### src/rtl/gta_pkg.sv
// Shared constants and types for the greedy track association block.
package gta_pkg;

    localparam int MAX_POINTS = 8;
    localparam int MAX_TRACKS = 16;
    localparam int COORD_BITS = 12;

    localparam int PT_W   = $clog2(MAX_POINTS);
    localparam int TR_W   = $clog2(MAX_TRACKS);
    localparam int PCNT_W = PT_W + 1;
    localparam int TCNT_W = TR_W + 1;
    localparam int DIST_W = 2 * COORD_BITS + 1;

    typedef logic [COORD_BITS-1:0] coord_t;

    // Broadcast from the sequencer to every track cell
    typedef struct packed {
        coord_t             x;
        coord_t             y;
        logic [PT_W-1:0]    pidx;
        logic               pvld;
        logic               clr_best;
        logic               clr_taken;
        logic [TCNT_W-1:0]  old_cnt;
        logic               wr_en;
        logic [TR_W-1:0]    wr_trk;
        logic               take_en;
        logic [TR_W-1:0]    take_trk;
    } cmd_t;

    // Candidate pair passed along the cell chain
    typedef struct packed {
        logic               found;
        logic [DIST_W-1:0]  d;
        logic [TR_W-1:0]    t;
        logic [PT_W-1:0]    p;
    } link_t;

endpackage

### src/rtl/gta_cell.sv
// One track cell: tail position, local best pair and one chain stage.
module gta_cell
    import gta_pkg::*;
(
    input  logic            clk,
    input  logic            rst_n,
    input  logic [TR_W-1:0] cell_idx,
    input  cmd_t            cmd,
    input  link_t           link_in,
    output link_t           link_out
);

    coord_t              tail_x_reg;
    coord_t              tail_y_reg;
    logic                taken_reg;
    logic                dist_vld_reg;
    logic [DIST_W-1:0]   dist_reg;
    logic [PT_W-1:0]     dist_p_reg;
    link_t               best_reg;
    link_t               link_reg;

    logic                active;
    coord_t              dx;
    coord_t              dy;
    logic [2*COORD_BITS-1:0] sqx;
    logic [2*COORD_BITS-1:0] sqy;
    logic [DIST_W-1:0]   dist_next;
    link_t               own;
    logic                best_upd;
    logic                take_own;

    // distance of the broadcast point to this tail
    always_comb
    begin
        active    = (TCNT_W'(cell_idx) < cmd.old_cnt) && !taken_reg;
        dx        = (tail_x_reg > cmd.x) ? tail_x_reg - cmd.x : cmd.x - tail_x_reg;
        dy        = (tail_y_reg > cmd.y) ? tail_y_reg - cmd.y : cmd.y - tail_y_reg;
        sqx       = (2*COORD_BITS)'(dx) * (2*COORD_BITS)'(dx);
        sqy       = (2*COORD_BITS)'(dy) * (2*COORD_BITS)'(dy);
        dist_next = DIST_W'(sqx) + DIST_W'(sqy);
        own       = best_reg;
        own.t     = cell_idx;
        best_upd  = dist_vld_reg && (!best_reg.found || dist_reg < best_reg.d);
        // ties keep the incoming pair: it comes from a lower track
        take_own  = own.found && (!link_in.found || own.d < link_in.d);
    end

    // tail, local best and chain stage
    always_ff @(posedge clk or negedge rst_n)
    begin
        if (!rst_n)
        begin
            tail_x_reg   <= '0;
            tail_y_reg   <= '0;
            taken_reg    <= 1'b0;
            dist_vld_reg <= 1'b0;
            dist_reg     <= '0;
            dist_p_reg   <= '0;
            best_reg     <= '0;
            link_reg     <= '0;
        end
        else
        begin
            if (cmd.wr_en && cmd.wr_trk == cell_idx)
            begin
                tail_x_reg <= cmd.x;
                tail_y_reg <= cmd.y;
            end
            if (cmd.clr_taken)
                taken_reg <= 1'b0;
            else if (cmd.take_en && cmd.take_trk == cell_idx)
                taken_reg <= 1'b1;
            dist_vld_reg <= cmd.pvld && active;
            dist_reg     <= dist_next;
            dist_p_reg   <= cmd.pidx;
            if (cmd.clr_best)
                best_reg.found <= 1'b0;
            else if (best_upd)
            begin
                best_reg.found <= 1'b1;
                best_reg.d     <= dist_reg;
                best_reg.t     <= cell_idx;
                best_reg.p     <= dist_p_reg;
            end
            link_reg <= take_own ? own : link_in;
        end
    end

    assign link_out = link_reg;

endmodule

### config.mk
export PLATFORM = sky130hd
export DESIGN_NAME = gta_cell
export DESIGN_NICKNAME = d
export VERILOG_FILES = /design/src/rtl/gta_pkg.sv /design/src/rtl/gta_cell.sv
export SDC_FILE = /design/constraint.sdc
export NUM_CORES = 1
export LEC_CHECK = 0
export ABC_CLOCK_PERIOD_IN_PS = 9300
export BUFFER_PORTS_ARGS = -buffer_cell sky130_fd_sc_hd__clkbuf_2
export CAP_MARGIN = 20
export CORE_ASPECT_RATIO = 0.6
export CORE_UTILIZATION = 35
export DETAILED_ROUTE_END_ITERATION = 8
export GPL_TIMING_DRIVEN = 0
export SYNTH_ARGS = -nofsm -noshare
export SYNTH_HDL_FRONTEND = slang
export SYNTH_SLANG_ARGS = --single-unit
### constraint.sdc
create_clock -name clk -period 9.3 [get_ports clk]
set_clock_uncertainty 0.1 [all_clocks]
set_input_delay 1.86 -clock clk [delete_from_list [all_inputs] [get_ports clk]]
set_output_delay 1.86 -clock clk [all_outputs]
set_load 0.005 [all_outputs]
== After elaboration in Yosys (flattened, before gate mapping) ==
Cells that the tools add are included.

* Bitwise gates (word level): 1
* Eq/ne operators: 2
* Add/subtract/negate cells: 5
* Reductions and logical operators: 14
* Muxes and demuxes: 7
* Magnitude comparators: 5
* Multipliers: 2

{| class="wikitable"
|+ Operator list
! operator !! number
|-
| 33-bit 2-to-1 mux || 2
|-
| 25-bit < comparator || 2
|-
| 12-bit by 12-bit multiplier with 24-bit output || 2
|-
| 12-bit subtractor || 4
|-
| 24-bit by 24-bit adder with 25-bit output || 1
|-
| 12-bit greater-than comparator || 2
|-
| 12-bit 2-to-1 mux || 2
|-
| 4-bit == test || 2
|-
| 1-bit logical AND || 6
|-
| 4-bit by 5-bit < comparator with 1-bit output || 1
|-
| 2-bit nonzero test || 2
|-
| 1-bit logical NOT || 3
|-
| 1-bit 2-to-1 mux || 3
|-
| 1-bit logical OR || 2
|-
| 2-bit AND reduction || 1
|-
| 1-bit inverter || 1
|}

* Output and inout port bits: 33
* Logic and storage cells: 50
* Bits in registers: 120
* Input bits: 84

== Longest topological paths before layout ==
Gate-level depths: netlist of run 1.

* Depth in word-level cells: 5
* Depth in mapped cells: 35
* Depth with buffers taken out: 34

== Worst setup path after synthesis of run 1 ==
No wires, ideal clock.

* Path type: input port to flip-flop
* Start point: input port cmd[21] in the netlist's numbering
* End point: register dist_reg[21]
* Setup time: 80 ps
* Path buffers: 0
* Required time: 9120 ps
* Slack: -1017 ps
* Stages on the path: 29
* Arrival time: 10137 ps
* Cells stage by stage: ha_1 -> inv_1 -> fa_1 -> a211oi_2 -> o21ai_2 -> a311o_4 -> nand2_4 -> mux2_4 -> nor4_2 -> xnor2_2 -> nand2_1 -> fa_1 -> fa_1 -> fa_1 -> inv_1 -> fa_1 -> fa_1 -> fa_1 -> inv_1 -> fa_1 -> inv_1 -> ha_1 -> a21o_1 -> or4_1 -> a311o_1 -> a21oi_1 -> o21ai_1 -> a311oi_1 -> xnor2_1

* Cells in the longest elaborated chain, start to end: 4
* Elaborated cells on any way between the ends: 6
* Those cells by class: 3 x add/sub; 1 x mul; 1 x order compare; 1 x mux

{| class="wikitable"
|+ Ends and longest elaborated chain
! what !! RTL line !! RTL
|-
| start: declaration || gta_cell.sv:8 || <nowiki>input cmd_t cmd,</nowiki>
|-
| 12-bit subtractor / 12-bit greater-than comparator (equally long branches) || gta_cell.sv:37 || <nowiki>dy = (tail_y_reg > cmd.y) ? tail_y_reg - cmd.y : cmd.y - tail_y_reg;</nowiki>
|-
| 12-bit 2-to-1 mux * || gta_cell.sv:37 ||
|-
| 12-bit by 12-bit multiplier with 24-bit output * || gta_cell.sv:39 || <nowiki>sqy = (2*COORD_BITS)'(dy) * (2*COORD_BITS)'(dy);</nowiki>
|-
| 24-bit by 24-bit adder with 25-bit output * || gta_cell.sv:40 || <nowiki>dist_next = DIST_W'(sqx) + DIST_W'(sqy);</nowiki>
|-
| net dist_next[21] || gta_cell.sv:27 || <nowiki>logic [DIST_W-1:0] dist_next;</nowiki>
|-
| end signal: assignment || gta_cell.sv:74 || <nowiki>dist_reg <= dist_next;</nowiki>
|-
| end: declaration || gta_cell.sv:17 || <nowiki>logic [DIST_W-1:0] dist_reg;</nowiki>
|}

The timed path passes the listed nets; every way through them passes the cells marked *.
A chain may end at the register's enable or synchronous reset.

== Final worst setup path of run 1 ==
Same ends and word-level chain as after synthesis.

==> results of run 1 <==
-- Yosys cell counts (9+ instances only) --
cell	n
a21oi_1	51
inv_1	379
dfrtp_1	116
xnor2_1	28
a211oi_1	9
xor2_1	22
mux2i_1	36
nor3_1	16
mux2_2	39
buf_2	16
nand2b_1	41
nand2_1	70
o21ai_0	53
o21a_1	14
fa_1	205
a21o_1	47
or2_2	20
clkbuf_1	15
nand4_1	15
ha_1	204
nor2b_1	11
nor2_1	118
buf_6	9
-- worst max-delay path, delay by kind of cell --
kind / cells / cell delay (ns)
buf+inv: 7 / 0.65
compound gates: 10 / 2.21
simple gates: 3 / 0.90
xor+xnor: 2 / 0.32
fa+ha+maj: 10 / 4.17
-- repair_timing --
item                       CTS  global route
resized for setup           94            86
setup endpoints to repair   14            16
pin swaps                   63            35
hold buffers                 0             0
setup buffers               38            19
hold endpoints to repair     0             0
gates cloned                 0             1
-- path summary, 6_finish.rpt --
path / start / slack (ns) / end
setup / recovery: cmd[21] / -0.57 / dist_reg[21]
hold / removal: taken_reg / 0.37 / dist_vld_reg
setup reg to reg: tail_y_reg[0] / 0.45 / dist_reg[21]
hold reg to reg: taken_reg / 0.37 / dist_vld_reg
max in group asynchronous: rst_n / 7.08 / tail_y_reg[9]
min in group asynchronous: rst_n / 1.26 / link_out[30]
-- routing by layer --
| layer | part of all wire | vias up |
|---|---|---|
| met3 | 0.084 | 34 |
| met1 | 0.49 | 5930 |
| met5 | 0 | - |
| met4 | 0.010 | 0 |
| met2 | 0.41 | 330 |
| li1 | - | 5591 |
-- layout make-up --
type	count	area [um2]	area share
clock buffers	21	460	0.0241
inverters	383	1460	0.0766
plain buffers	42	330	0.0173
diodes	1	2.50	0.000131
multi-input cells	1100	12000	0.626
repair buffers	177	1130	0.0593
flip-flops and latches	116	2900	0.152
clock inverters	11	125	0.00655
well taps	579	724	0.0379
-- through the flow --
step                setup slack (ns)  setup TNS, ns  std cells
CTS                           -0.594          -3.68       2410
global route                  -0.854          -6.18       2429
floorplan                     -0.410          -1.17       1642
finish                        -0.575          -2.97       2430
detailed placement             -1.78         -19.48       2340
global placement               -1.64         -17.41       2337
-- cells by family after synthesis --
group,Yosys count,synth area share
buf+inv,426,0.108
fa+ha+maj,409,0.423
simple gates,328,0.102
compound gates,231,0.0974
flops,116,0.184
mux,76,0.0517
xor+xnor,56,0.0340
==> flow_summary.yaml, run 1 <==
setup_path:
  reg2reg_depth: 32
  timing.critical_path.slowest_stage_cell: "fa_1"
  worst-endpoint-required_ns: 9.55
  worst_path_most_repeated_cell: "fa_1"
  path_max_fanout: 4
  critical_path_class: "in2reg"
  critical_path.startpoint_type: "input port"
  critical-path-max-stage-delay_ns: 0.57
  timing.critical_path.to_type: "flip-flop"
  worstPathArrival_ns: 10.13
timing:
  clock.fmax_mhz: 101
  worst_slew_margin_rel: 0.534
  worst_margin_pin_slew_ns: 0.700
  timing.final.max_slew_violations: 0
  grt_setup_unrepaired: "true"
  hold_viol: 0
  postLayoutSetupSlackWorst_ns: -0.575
  setup_viol: 11
  final.period_utilization: 1.06
  holdWs_ns: 0.372
  final_period_minus_worst_setup_slack_ns: 9.87
yosys:
  synth_flop_cell: "dfrtp_1"
  netlist_instances: 1642
  synthTopCellsByArea: "fa_1 (26%), dfrtp_1 (18%), ha_1 (16%)"
  synth_top_area_share: 0.261
  synth_cell_type_count: 76
  number_of_nets_in_the_synthesized_netlist: 2135
  sequential_cell_area_fraction_in_the_yosys_report: 0.184
  synth_edf_count: 0
  async_reset_ff_frac: 1.00
  post_synth.cell_area_avg_um2: 9.59
  yosys.area.top_type: "fa_1"
  yosys_reg_bits: 116
  ys_warn_count: 0
  synth.cell_area_um2: 15800
status:
  status: "finished with violations"
  violations_in_the_final_reports: "negative setup slack"
global_routing:
  globalRouteOverflowTotal: 0
  use_met3: 0.0636
  global_route.peak_usage_layer: "met1"
  gr_util_met1: 0.276
  number_of_global_route_vias_before_repair: 12300
  grt_first_pass_wirelength_um: 64900
  grt_start_max_net_pins: 68
  number_of_antenna_violations_at_the_first_check_in_global_routing: 0
  grt_use_met2: 0.247
  grt_usage: 0.182
placement:
  finalWeightedCongestion: 0.897
  port_buffers: 116
  place_hpwl_um: 32700
  placed_cell_area_um2: 17200
layout:
  post-route-cell-area_um2: 19100
  most-common-layout-cells: "inv_1 (368), ha_1 (191), fa_1 (188)"
  largest_reg_flops: 33
  final_core_util: 0.436
  areaGrowthSynthToFinish_pct: 21.3
  layout.cells.most_common: "inv_1"
  ratio_of_cells_with_drive_above_1_in_the_final_layout: 0.239
  fill_cells: 4248
  layout.nets: 2330
floorplanning:
  initial_core_util: 0.359
  floorplan.die.height_um: 166
  dieArea_um2: 45900
  total_number_of_placement_rows: 59
  die_width_um: 276
  area_of_the_placeable_core_um2: 43800
  io_pins: 117
clock_network:
  clkTransAtPathRegs_ns: 0.05
  clockRootBuffer: "clkbuf_16"
  clockBufferDepth: 2
  cts_max_level: 4
  worstSkewPairLatency_ns: 0.45
  tritoncts: "yes"
  numCtsBuffers: 17
  cts_sinks: 116
route:
  detail_route.drc_violations: 0
  detailed_router_iteration_count_before_antenna_repair: 5
  initialDrtViolationCount: 734
  vias_per_cell: 4.89
  detail_route.wirelength_um: 41100
  dr_total_vias: 11900
  avgRoutedWirePerCell_um: 16.9
  drtAntennaViolNets: 0
hold_path:
  holdPathStages: 1
  class_of_the_tightest_hold_or_removal_check: "reg2reg"
run:
  maxCapViolations: 0
Power of run 1 is left out: the tool's default activity adds up to more than one toggle a clock period on the data nets, which glitch-free logic cannot reach.
==> run 2: changes to the inputs <==
==> constraint.sdc (replaced) <==
create_clock -name clk -period 9.3 [get_ports clk]
set_clock_uncertainty 0.1 [all_clocks]
set_input_delay 1.395 -clock clk [delete_from_list [all_inputs] [get_ports clk]]
set_output_delay 1.395 -clock clk [all_outputs]
set_load 0.005 [all_outputs]
==> flow_summary.yaml, run 2 (synthesis gave the netlist of run 1 again) <==
hold_path:
  holdPathStages: 1
  class_of_the_tightest_hold_or_removal_check: "reg2reg"
timing:
  final.period_utilization: 1.00
  clock.fmax_mhz: 107
  worst_margin_pin_slew_ns: 0.769
  final_period_minus_worst_setup_slack_ns: 9.31
  timing.final.max_slew_violations: 0
  hold_viol: 0
  setup_viol: 1
  grt_setup_unrepaired: "true"
  worst_slew_margin_rel: 0.486
  postLayoutSetupSlackWorst_ns: -0.0101
route:
  vias_per_cell: 4.82
  avgRoutedWirePerCell_um: 16.4
  drtAntennaViolNets: 0
  detailed_router_iteration_count_before_antenna_repair: 5
  dr_total_vias: 11600
  detail_route.wirelength_um: 39700
  detail_route.drc_violations: 0
  initialDrtViolationCount: 691
layout:
  ratio_of_cells_with_drive_above_1_in_the_final_layout: 0.222
  fill_cells: 4241
  largest_reg_flops: 33
  num_antenna_cells: 0
  most-common-layout-cells: "inv_1 (369), ha_1 (194), fa_1 (193)"
  areaGrowthSynthToFinish_pct: 19.1
  layout.cells.most_common: "inv_1"
  layout.nets: 2315
setup_path:
  timing.critical_path.slowest_stage_cell: "fa_2"
  worst-endpoint-required_ns: 9.51
  worst_path_most_repeated_cell: "fa_1"
  timing.critical_path.to_type: "flip-flop"
  critical_path_class: "in2reg"
  path_max_fanout: 9
  critical_path.startpoint_type: "input port"
  reg2reg_depth: 33
  worstPathArrival_ns: 9.52
  critical-path-max-stage-delay_ns: 0.60
placement:
  detailedPlace.worstSlack_ns: -1.22
  place_hpwl_um: 33000
  port_buffers: 116
  finalWeightedCongestion: 0.909
floorplanning:
  dieArea_um2: 45900
  initial_core_util: 0.359
  die_width_um: 276
  total_number_of_placement_rows: 59
  area_of_the_placeable_core_um2: 43800
  io_pins: 117
  floorplan.die.height_um: 166
run:
  maxCapViolations: 0
global_routing:
  grt_first_pass_wirelength_um: 63200
  grt_start_max_net_pins: 87
  globalRouteOverflowTotal: 0
  grt_usage: 0.176
  number_of_antenna_violations_at_the_first_check_in_global_routing: 1
  number_of_global_route_vias_before_repair: 11900
status:
  violations_in_the_final_reports: "negative setup slack"
  status: "finished with violations"
clock_network:
  worstSkewPairLatency_ns: 0.44
  numCtsBuffers: 17
  cts_max_level: 4
  cts_sinks: 116
  clockRootBuffer: "clkbuf_16"
  tritoncts: "yes"
  clkTransAtPathRegs_ns: 0.06
  clockBufferDepth: 2
[run 2: cell types whose count changed in the layout (fill, tap and decap cells not counted), moves of 3 or more]
cell | previous run | this run
ha_4 | 11 | 6
o21ai_1 | 2 | 5
buf_4 | 59 | 48
ha_1 | 191 | 194
a21oi_1 | 38 | 43
fa_1 | 188 | 193
fa_2 | 17 | 12
a21oi_2 | 11 | 8
a211oi_1 | 4 | 7
clkbuf_8 | 8 | 4
buf_6 | 15 | 12
a211oi_2 | 6 | 3
[run 2: final cells by class]
class / instances / area, um2 / area share
Buffer: 43 / 313 / 0.0167
Clock buffer: 19 / 453 / 0.0241
Clock inverter: 13 / 148 / 0.00787
Inverter: 383 / 1460 / 0.0778
Multi-Input combinational cell: 1100 / 11800 / 0.627
Sequential cell: 116 / 2900 / 0.155
Tap cell: 579 / 724 / 0.0386
Timing Repair Buffer: 161 / 996 / 0.0531
[run 2: metrics by stage]
step | utilization | std cells | instance area [um2] | hold WS (ns) | setup TNS [ns]
3_3_place_gp | 0.392 | 2337 | 17200 | 0.336 | -11.04
2_1_floorplan | - | 1642 | 15900 | 0.309 | 0
3_5_place_dp | 0.393 | 2340 | 17200 | 0.339 | -11.46
6_report | 0.428 | 2414 | 18800 | 0.348 | -0.0101
5_1_grt | 0.428 | 2414 | 18800 | 0.364 | -1.11
4_1_cts | 0.418 | 2396 | 18300 | 0.349 | -0.0410
[run 2: metal layers]
layer | vias to the layer above | global-route usage | part of all wire
li1 | 5548 | - | -
met1 | 5771 | 0.283 | 0.52
met2 | 287 | 0.231 | 0.39
met3 | 33 | 0.0486 | 0.074
met4 | 2 | 0.0308 | 0.0098
met5 | - | 0 | 0.00033
[run 2: worst max-delay path, delay by kind of cell]
kind	cells	cell delay [ns]
adders and majority gates	9	4.27
AOI/OAI and AO/OA	7	1.55
buffers and inverters	6	0.88
and+or+nand+nor	4	0.72
muxes	1	0.34
xor gates and xnor gates	2	0.34
[run 2: timing repair]
| action | 4_1_cts | 5_1_grt |
|---|---|---|
| hold buffers | 0 | 0 |
| gates resized for setup | 63 | 73 |
| setup buffers | 24 | 19 |
| endpoints found under the setup margin | 12 | 12 |
| pin swaps | 36 | 25 |
[run 2: worst paths after layout]
kind	slack, ns	to	from
min reg2reg	0.35	dist_vld_reg	taken_reg
max reg2reg	0.63	dist_reg[21]	tail_y_reg[0]
min in group asynchronous	0.75	link_out[25]	rst_n
max	-0.01	dist_reg[21]	cmd[33]
min	0.35	dist_vld_reg	taken_reg
max in group asynchronous	7.54	tail_y_reg[10]	rst_n
Power of run 2 is left out for the same reason.
